### src/mcfp_pkg.sv
// Shared types and constants of the MAC command frame parser
package mcfp_pkg;

   // header capture
   localparam int HdrKeep = 24;
   localparam int PosW    = 9;
   localparam int LenW    = PosW + 1;
   localparam int OffW    = 5;
   localparam int WinBytes = 11;

   localparam logic [PosW-1:0] POS_MAX      = 9'd511;
   localparam logic [PosW-1:0] POS_OVERLONG = 9'd255;

   // frame control codes
   localparam logic [2:0] FRAME_TYPE_COMMAND = 3'd3;
   localparam logic [1:0] ADDR_MODE_NONE     = 2'd0;
   localparam logic [1:0] ADDR_MODE_RESERVED = 2'd1;
   localparam logic [1:0] ADDR_MODE_SHORT    = 2'd2;
   localparam logic [1:0] ADDR_MODE_EXT      = 2'd3;

   typedef enum logic [2:0] {
      STATUS_OK            = 3'd0,
      STATUS_TOO_SHORT     = 3'd1,
      STATUS_NOT_COMMAND   = 3'd2,
      STATUS_RESERVED_MODE = 3'd3,
      STATUS_OVERLONG      = 3'd4
   } status_type;

   typedef logic [HdrKeep-1:0][7:0]  hdr_bytes_type;
   typedef logic [WinBytes-1:0][7:0] win_bytes_type;

   // header view handed from capture to decode
   typedef struct packed {
      logic            done;
      logic [PosW-1:0] pos;
      hdr_bytes_type   hdr;
   } frame_view_type;

   // one decoded result word
   typedef struct packed {
      status_type  status;
      logic [7:0]  sequence_number;
      logic [1:0]  dest_addr_mode;
      logic [1:0]  source_addr_mode;
      logic [15:0] dest_pan_id;
      logic [63:0] dest_address;
      logic [15:0] source_pan_id;
      logic [63:0] source_address;
      logic [7:0]  command_id;
      logic        ack_request;
      logic        pan_compressed;
      logic [7:0]  payload_length;
   } rsp_fields_type;

endpackage

### src/mcfp_capture.sv
// Byte counter and header byte store of the frame parser
module mcfp_capture (
   input  logic                    clock,
   input  logic                    reset,
   input  logic                    accept,
   input  logic [7:0]              frame_byte,
   input  logic                    last_byte,
   output mcfp_pkg::frame_view_type view
);
   import mcfp_pkg::*;

   logic [PosW-1:0] pos_ff, pos_in;
   hdr_bytes_type   hdr_ff;
   logic            keep;

   assign keep = (pos_ff < PosW'(HdrKeep));

   // byte position, saturating, back to zero after the last word
   always_comb begin
      pos_in = pos_ff;
      if (accept) begin
         if (last_byte) begin
            pos_in = '0;
         end else if (pos_ff != POS_MAX) begin
            pos_in = pos_ff + PosW'(1);
         end
      end
   end

   always_ff @(posedge clock) begin
      if (reset) begin
         pos_ff <= '0;
      end else begin
         pos_ff <= pos_in;
      end
   end

   // header store, one byte written per accepted word among the first HdrKeep bytes
   always_ff @(posedge clock) begin
      if (accept && keep) begin
         hdr_ff[pos_ff[OffW-1:0]] <= frame_byte;
      end
   end

   // header as it stands after this word, for end-of-frame decode
   always_comb begin
      for (int k = 0; k < HdrKeep; k++) begin
         view.hdr[k] = (pos_ff == PosW'(k)) ? frame_byte : hdr_ff[k];
      end
      view.pos  = pos_ff;
      view.done = accept && last_byte;
   end

endmodule

### src/mcfp_decode.sv
// End-of-frame decode of the MAC header fields and status
module mcfp_decode (
   input  mcfp_pkg::frame_view_type view,
   output mcfp_pkg::rsp_fields_type fields
);
   import mcfp_pkg::*;

   logic [LenW-1:0] len;
   logic [15:0]     fcf;
   logic [2:0]      ftype;
   logic [1:0]      dmode, smode;
   logic            comp, ack;
   logic [15:0]     d_pan, s_pan;
   logic [63:0]     d_addr, s_addr;
   logic [OffW-1:0] s_start, s_used, s_end, cmd_end;
   win_bytes_type   win;
   logic [7:0]      cmd;
   status_type      status;

   assign len   = {1'b0, view.pos} + LenW'(1);
   assign fcf   = {view.hdr[1], view.hdr[0]};
   assign ftype = fcf[2:0];
   assign dmode = fcf[11:10];
   assign smode = fcf[15:14];
   assign comp  = fcf[6];
   assign ack   = fcf[5];

   // destination fields and where the source fields start
   always_comb begin
      case (dmode)
         ADDR_MODE_SHORT: begin
            d_pan   = view.hdr[4:3];
            d_addr  = {48'd0, view.hdr[6:5]};
            s_start = OffW'(7);
            win     = view.hdr[17:7];
         end
         ADDR_MODE_EXT: begin
            d_pan   = view.hdr[4:3];
            d_addr  = view.hdr[12:5];
            s_start = OffW'(13);
            win     = view.hdr[23:13];
         end
         default: begin
            d_pan   = '0;
            d_addr  = '0;
            s_start = OffW'(3);
            win     = view.hdr[13:3];
         end
      endcase
   end

   // source fields and command byte, taken from the window after the destination
   always_comb begin
      s_pan  = '0;
      s_addr = '0;
      s_used = '0;
      cmd    = win[0];
      case (smode)
         ADDR_MODE_SHORT: begin
            if (comp) begin
               s_pan  = d_pan;
               s_addr = {48'd0, win[1:0]};
               s_used = OffW'(2);
               cmd    = win[2];
            end else begin
               s_pan  = win[1:0];
               s_addr = {48'd0, win[3:2]};
               s_used = OffW'(4);
               cmd    = win[4];
            end
         end
         ADDR_MODE_EXT: begin
            if (comp) begin
               s_pan  = d_pan;
               s_addr = win[7:0];
               s_used = OffW'(8);
               cmd    = win[8];
            end else begin
               s_pan  = win[1:0];
               s_addr = win[9:2];
               s_used = OffW'(10);
               cmd    = win[10];
            end
         end
         default: begin
            s_pan  = '0;
            s_addr = '0;
            s_used = '0;
            cmd    = win[0];
         end
      endcase
   end

   assign s_end   = s_start + s_used;
   assign cmd_end = s_end + OffW'(1);

   // checks in priority order
   always_comb begin
      if (view.pos >= POS_OVERLONG) begin
         status = STATUS_OVERLONG;
      end else if (len < LenW'(4)) begin
         status = STATUS_TOO_SHORT;
      end else if (ftype != FRAME_TYPE_COMMAND) begin
         status = STATUS_NOT_COMMAND;
      end else if ((dmode != ADDR_MODE_NONE) && (len < LenW'(5))) begin
         status = STATUS_TOO_SHORT;
      end else if (dmode == ADDR_MODE_RESERVED) begin
         status = STATUS_RESERVED_MODE;
      end else if ((dmode != ADDR_MODE_NONE) && (len < LenW'(s_start))) begin
         status = STATUS_TOO_SHORT;
      end else if ((smode != ADDR_MODE_NONE) && !comp &&
                   (len < LenW'(s_start) + LenW'(2))) begin
         status = STATUS_TOO_SHORT;
      end else if (smode == ADDR_MODE_RESERVED) begin
         status = STATUS_RESERVED_MODE;
      end else if ((smode != ADDR_MODE_NONE) && (len < LenW'(s_end))) begin
         status = STATUS_TOO_SHORT;
      end else if (len < LenW'(cmd_end)) begin
         status = STATUS_TOO_SHORT;
      end else begin
         status = STATUS_OK;
      end
   end

   // result word, all zero but status on error
   always_comb begin
      fields        = '0;
      fields.status = status;
      if (status == STATUS_OK) begin
         fields.sequence_number  = view.hdr[2];
         fields.dest_addr_mode   = dmode;
         fields.source_addr_mode = smode;
         fields.dest_pan_id      = d_pan;
         fields.dest_address     = d_addr;
         fields.source_pan_id    = s_pan;
         fields.source_address   = s_addr;
         fields.command_id       = cmd;
         fields.ack_request      = ack;
         fields.pan_compressed   = comp;
         fields.payload_length   = 8'(len - LenW'(cmd_end));
      end
   end

endmodule

### src/mcfp_rsp_buffer.sv
// Result register with skid stage on the response side
module mcfp_rsp_buffer (
   input  logic                    clock,
   input  logic                    reset,
   input  logic                    new_valid,
   input  mcfp_pkg::rsp_fields_type new_fields,
   output logic                    space,
   output logic                    rsp_valid,
   input  logic                    rsp_ready,
   output mcfp_pkg::rsp_fields_type rsp_fields
);
   import mcfp_pkg::*;

   logic           out_valid_ff, out_valid_in;
   logic           skid_valid_ff, skid_valid_in;
   rsp_fields_type out_ff, out_in;
   rsp_fields_type skid_ff, skid_in;
   logic           out_free;

   assign out_free = !out_valid_ff || rsp_ready;
   assign space    = !skid_valid_ff;

   // refill the output word from the skid stage first, else from decode
   always_comb begin
      out_valid_in  = out_valid_ff;
      out_in        = out_ff;
      skid_valid_in = skid_valid_ff;
      skid_in       = skid_ff;
      if (out_free) begin
         if (skid_valid_ff) begin
            out_valid_in  = 1'b1;
            out_in        = skid_ff;
            skid_valid_in = 1'b0;
         end else begin
            out_valid_in = new_valid;
            out_in       = new_fields;
         end
      end else if (new_valid) begin
         skid_valid_in = 1'b1;
         skid_in       = new_fields;
      end
   end

   always_ff @(posedge clock) begin
      if (reset) begin
         out_valid_ff  <= 1'b0;
         skid_valid_ff <= 1'b0;
      end else begin
         out_valid_ff  <= out_valid_in;
         skid_valid_ff <= skid_valid_in;
      end
   end

   always_ff @(posedge clock) begin
      out_ff  <= out_in;
      skid_ff <= skid_in;
   end

   assign rsp_valid  = out_valid_ff;
   assign rsp_fields = out_ff;

endmodule

### src/mac_command_frame_parser.sv
// Top level of the MAC command frame parser
// Takes one received 802.15.4 frame a byte per word on req_, tlast on the
// final byte, and gives one decoded command header word on rsp_ per frame.
// A byte is taken every cycle while req_tready is high; the result of a
// frame is set by one pass of decode logic between the header byte store
// and the result register, or the skid stage while the result register
// holds a word. The skid stage keeps req_tready high while one result
// waits on rsp_tready; it drops only while both stages hold words.
// Status in rsp_tuser: 0 ok, 1 too short, 2 not a command, 3 reserved
// address mode, 4 longer than 255 bytes; on error all of rsp_tdata is zero.
module mac_command_frame_parser (
   input  logic         clock,
   input  logic         reset,
   input  logic         req_tvalid,
   output logic         req_tready,
   input  logic [7:0]   req_tdata,   // [7:0] frame_byte
   input  logic         req_tlast,   // last_byte
   output logic         rsp_tvalid,
   input  logic         rsp_tready,
   // [7:0] sequence_number, [9:8] dest_addr_mode, [11:10] source_addr_mode,
   // [27:12] dest_pan_id, [91:28] dest_address, [107:92] source_pan_id,
   // [171:108] source_address, [179:172] command_id, [180] ack_request,
   // [181] pan_compressed, [189:182] payload_length, [191:190] zero
   output logic [191:0] rsp_tdata,
   output logic [2:0]   rsp_tuser    // [2:0] status
);
   import mcfp_pkg::*;

   logic           accept;
   logic           space;
   frame_view_type view;
   rsp_fields_type dec_fields;
   rsp_fields_type out_fields;

   assign req_tready = space;
   assign accept     = req_tvalid && space;

   mcfp_capture u_capture (
      .clock      (clock),
      .reset      (reset),
      .accept     (accept),
      .frame_byte (req_tdata),
      .last_byte  (req_tlast),
      .view       (view)
   );

   mcfp_decode u_decode (
      .view   (view),
      .fields (dec_fields)
   );

   mcfp_rsp_buffer u_rsp_buffer (
      .clock      (clock),
      .reset      (reset),
      .new_valid  (view.done),
      .new_fields (dec_fields),
      .space      (space),
      .rsp_valid  (rsp_tvalid),
      .rsp_ready  (rsp_tready),
      .rsp_fields (out_fields)
   );

   // pack the result word
   assign rsp_tuser = out_fields.status;
   assign rsp_tdata = {2'b00,
                       out_fields.payload_length,
                       out_fields.pan_compressed,
                       out_fields.ack_request,
                       out_fields.command_id,
                       out_fields.source_address,
                       out_fields.source_pan_id,
                       out_fields.dest_address,
                       out_fields.dest_pan_id,
                       out_fields.source_addr_mode,
                       out_fields.dest_addr_mode,
                       out_fields.sequence_number};

endmodule
### config.mk
export PLATFORM = sky130hd
export DESIGN_NAME = mac_command_frame_parser
export DESIGN_NICKNAME = d
export VERILOG_FILES = /design/src/mcfp_pkg.sv /design/src/mcfp_capture.sv /design/src/mcfp_decode.sv /design/src/mcfp_rsp_buffer.sv /design/src/mac_command_frame_parser.sv
export SDC_FILE = /design/constraint.sdc
export NUM_CORES = 1
export LEC_CHECK = 0
export BUFFER_PORTS_ARGS = -buffer_cell sky130_fd_sc_hd__buf_2
export CORE_MARGIN = 1
export CORE_UTILIZATION = 45
export CTS_CLUSTER_SIZE = 40
export DETAILED_ROUTE_END_ITERATION = 12
export GPL_TIMING_DRIVEN = 0
export HOLD_SLACK_MARGIN = 0.03
export PLACE_DENSITY = 0.66
export SYNTH_ARGS = -nofsm -noshare
export SYNTH_HDL_FRONTEND = slang
export SYNTH_SLANG_ARGS = --single-unit
export TNS_END_PERCENT = 5
### constraint.sdc
create_clock -name clock -period 26.4 [get_ports clock]
set_input_delay 2.64 -clock clock [delete_from_list [all_inputs] [get_ports clock]]
set_output_delay 2.64 -clock clock [all_outputs]
set_load 0.01 [all_outputs]
==> flow_summary.json <==
{
  "arrival_ns": 10.94,
  "rsz0062_at_grt": "false",
  "htreeDepth": 3,
  "io_pins": 210,
  "cap_violations": 2,
  "clkTransAtPathRegs_ns": 0.06,
  "grt_pass1_vias": 21125,
  "synth.avg_cell_area_um2": 11.7,
  "timing.hold.ws_ns": 0.520,
  "synth.top_cell.area_share": 0.605,
  "ys_seq_elements": 582,
  "grt_pass1_wl_um": 165000,
  "drt-initial-drc-count": 3181,
  "cts_tree": "yes",
  "clk_latency_ns": 0.63,
  "initial_core_util": 0.458,
  "finalHoldViolCount": 0,
  "end_kind": "register",
  "r2r_start": "u_capture.pos_ff[1]",
  "synth_cells": 2415,
  "cts_setup_buffers": 0,
  "max_slew_margin": -0.0421,
  "rows": 91,
  "fp.dieW_um": 253,
  "drc": 0,
  "report.power.total_mw": 2.11,
  "clk_path_buf_depth": 3,
  "cp-start-kind": "input port",
  "setup_ws_ns": 15.81,
  "required_ns": 26.75,
  "final_antenna_net_count": 0,
  "dp_cells": 3466,
  "power_frac_seq": 0.485,
  "fmaxAchievable_ghz": 0.0945,
  "worstHoldPathType": "reg2reg",
  "synthFlopType": "edfxtp_1",
  "synthArstFlopShare": 0,
  "antenna_found_initial": 1,
  "root_buffer": "clkbuf_16",
  "pwr-share-comb": 0.082,
  "critPathKind": "in2reg",
  "cp_max_fo": 25,
  "finalSetupTns_ns": 0,
  "skew_ns": 0.0309,
  "final_common_cell": "edfxtp_1",
  "setup_viol": 0,
  "dr.pass1.iters": 6,
  "synth_edf_count": 571,
  "cts.sinks": 582,
  "synthDistinctLibCells": 90,
  "vias_per_cell": 6.40,
  "utilization": 0.529,
  "drive_above_1_share": 0.185,
  "stdcell_count": 3586,
  "netlist_top_cells_area": "edfxtp_1 (60%), nand2_1 (4.1%), nor2_1 (3.3%)",
  "stdcell_area_um2": 32800,
  "startpoint": "req_tdata[6]",
  "layout-area-overhead-vs-synth_pct": 15.5,
  "io_buffers": 206,
  "cts_buffers": 66,
  "ys_seq_area_frac": 0.612,
  "worst_pin_slew_ns": 1.52,
  "routed_wirelength_um": 121000,
  "num_vias": 22935,
  "switching_share": 0.253,
  "preCtsSetupSlack_ns": 15.62,
  "violations": "capacitance limit, slew limit",
  "yosysTopAreaCell": "edfxtp_1",
  "fin_crit_sh": 0.401,
  "min_period_ns": 10.59,
  "power_frac_clock": 0.433,
  "gr-total-overflow": 0,
  "yosys_warnings": 0,
  "placed_area_um2": 30600,
  "power_leakage_nw": 12.9,
  "synth.cell_area_um2": 28400,
  "status": "finished with violations",
  "min_from": "u_rsp_buffer.skid_ff[61]",
  "holdBufCountCts": 0,
  "layout_common_cells": "edfxtp_1 (571), nand2_1 (307), buf_2 (263)",
  "die_y_um": 253,
  "slew_violations": 14,
  "dieArea_um2": 64000,
  "place_congestion": 0.993,
  "grt_usage": 0.375,
  "place_hpwl_um": 90300,
  "wl_per_cell_um": 33.6,
  "switching_power_uw": 534,
  "powerDensity_nw_per_um2": 64.3,
  "core_area_um2": 61900,
  "peakVddDrop_uv": 50.9,
  "cell_internal_pwr_mw": 1.57,
  "grt_start_max_net_pins": 80,
  "cts_resized": 0,
  "fin_nets": 2733
}
[cells by family after synthesis]
group | after synthesis | share of synthesized area
adders and majority gates | 27 | 0.0118
muxes | 143 | 0.0533
buffers and inverters | 233 | 0.0358
other | 2 | 0.000265
xor gates and xnor gates | 14 | 0.00432
DFF | 582 | 0.612
AOI/OAI and AO/OA | 655 | 0.162
and+or+nand+nor | 759 | 0.120
[layout make-up]
cell class	count	area, µm²
diodes	1	2.50
plain buffers	203	902
clock buffers	76	1710
clock inverters	43	408
fillers	5472	29200
inverters	30	115
multi-input cells	1601	10000
flip-flops and latches	582	17400
well taps	837	1050
repair buffers	213	1190
[routing by layer]
| metal | GRT usage | share of wire |
|---|---|---|
| met1 | 0.532 | 0.42 |
| met2 | 0.544 | 0.43 |
| met3 | 0.0942 | 0.11 |
| met4 | 0.160 | 0.043 |
| met5 | 0 | 0 |
[power by group through the flow]
stage | clock [mW] | combinational (mW) | sequential (mW)
after floorplan | 0 | 0.0811 | 1.05
after global placement | 0 | 0.163 | 1.05
after detailed placement | 0 | 0.165 | 1.04
after CTS | 0.915 | 0.166 | 1.02
after global routing | 0.947 | 0.178 | 1.02
final | 0.912 | 0.173 | 1.02
[cells in the mapped netlist (all sizes together) (7+ instances only)]
library cell / count
a21oi: 127
inv: 28
nand3: 48
o21a: 36
a211oi: 36
o22ai: 10
xnor2: 9
nor3: 56
mux2i: 79
nand2b: 13
a21o: 7
o21ai: 111
ha: 22
nand2: 310
a32oi: 11
a31o: 9
o221ai: 8
a211o: 9
a222oi: 8
clkbuf: 122
nor2b: 8
a22o: 26
and2: 25
o31a: 8
nor2: 249
a31oi: 27
o22a: 14
a2111oi: 33
o31ai: 119
dfxtp: 11
a22oi: 23
nor4b: 7
mux2: 64
buf: 81
o211ai: 13
edfxtp: 571
[worst max-delay path: stages]
cell and delay [ns]:
buf_2 0.71, clkbuf_1 0.89, nand3_1 0.28, nand2_2 0.42
clkbuf_1 0.54, clkbuf_1 0.44, clkbuf_1 0.70, xnor2_1 0.19
nor2_1 0.07, ha_1 0.25, fa_1 0.54, ha_1 0.32
inv_1 0.04, ha_1 0.31, nor2b_1 0.14, o21ai_0 0.21
a21oi_1 0.15, or4_1 0.43, or4b_1 0.20, a21o_4 0.21
nand2b_1 0.13, buf_2 0.27, clkbuf_1 0.61, o31ai_1 0.17
[state kept, by name, summed over array words and instances, names as in the netlist]
register and cells:
u_capture.pos_ff 9, u_rsp_buffer.skid_valid_ff 1, u_rsp_buffer.rsp_valid 1, u_rsp_buffer.skid_ff 193
u_capture.hdr_ff 185, u_rsp_buffer.rsp_fields 193
[path summary, 6_finish.rpt]
path,to,slack [ns],cells after the start
worst min-delay path,u_rsp_buffer.rsp_fields[61],0.52,2
worst min register to register,u_rsp_buffer.rsp_fields[61],0.52,2
worst max register to register,u_rsp_buffer.rsp_fields[161],17.77,25
worst max-delay path,u_rsp_buffer.rsp_fields[161],15.81,24
Note: power is estimated with default switching activity, not from simulation.
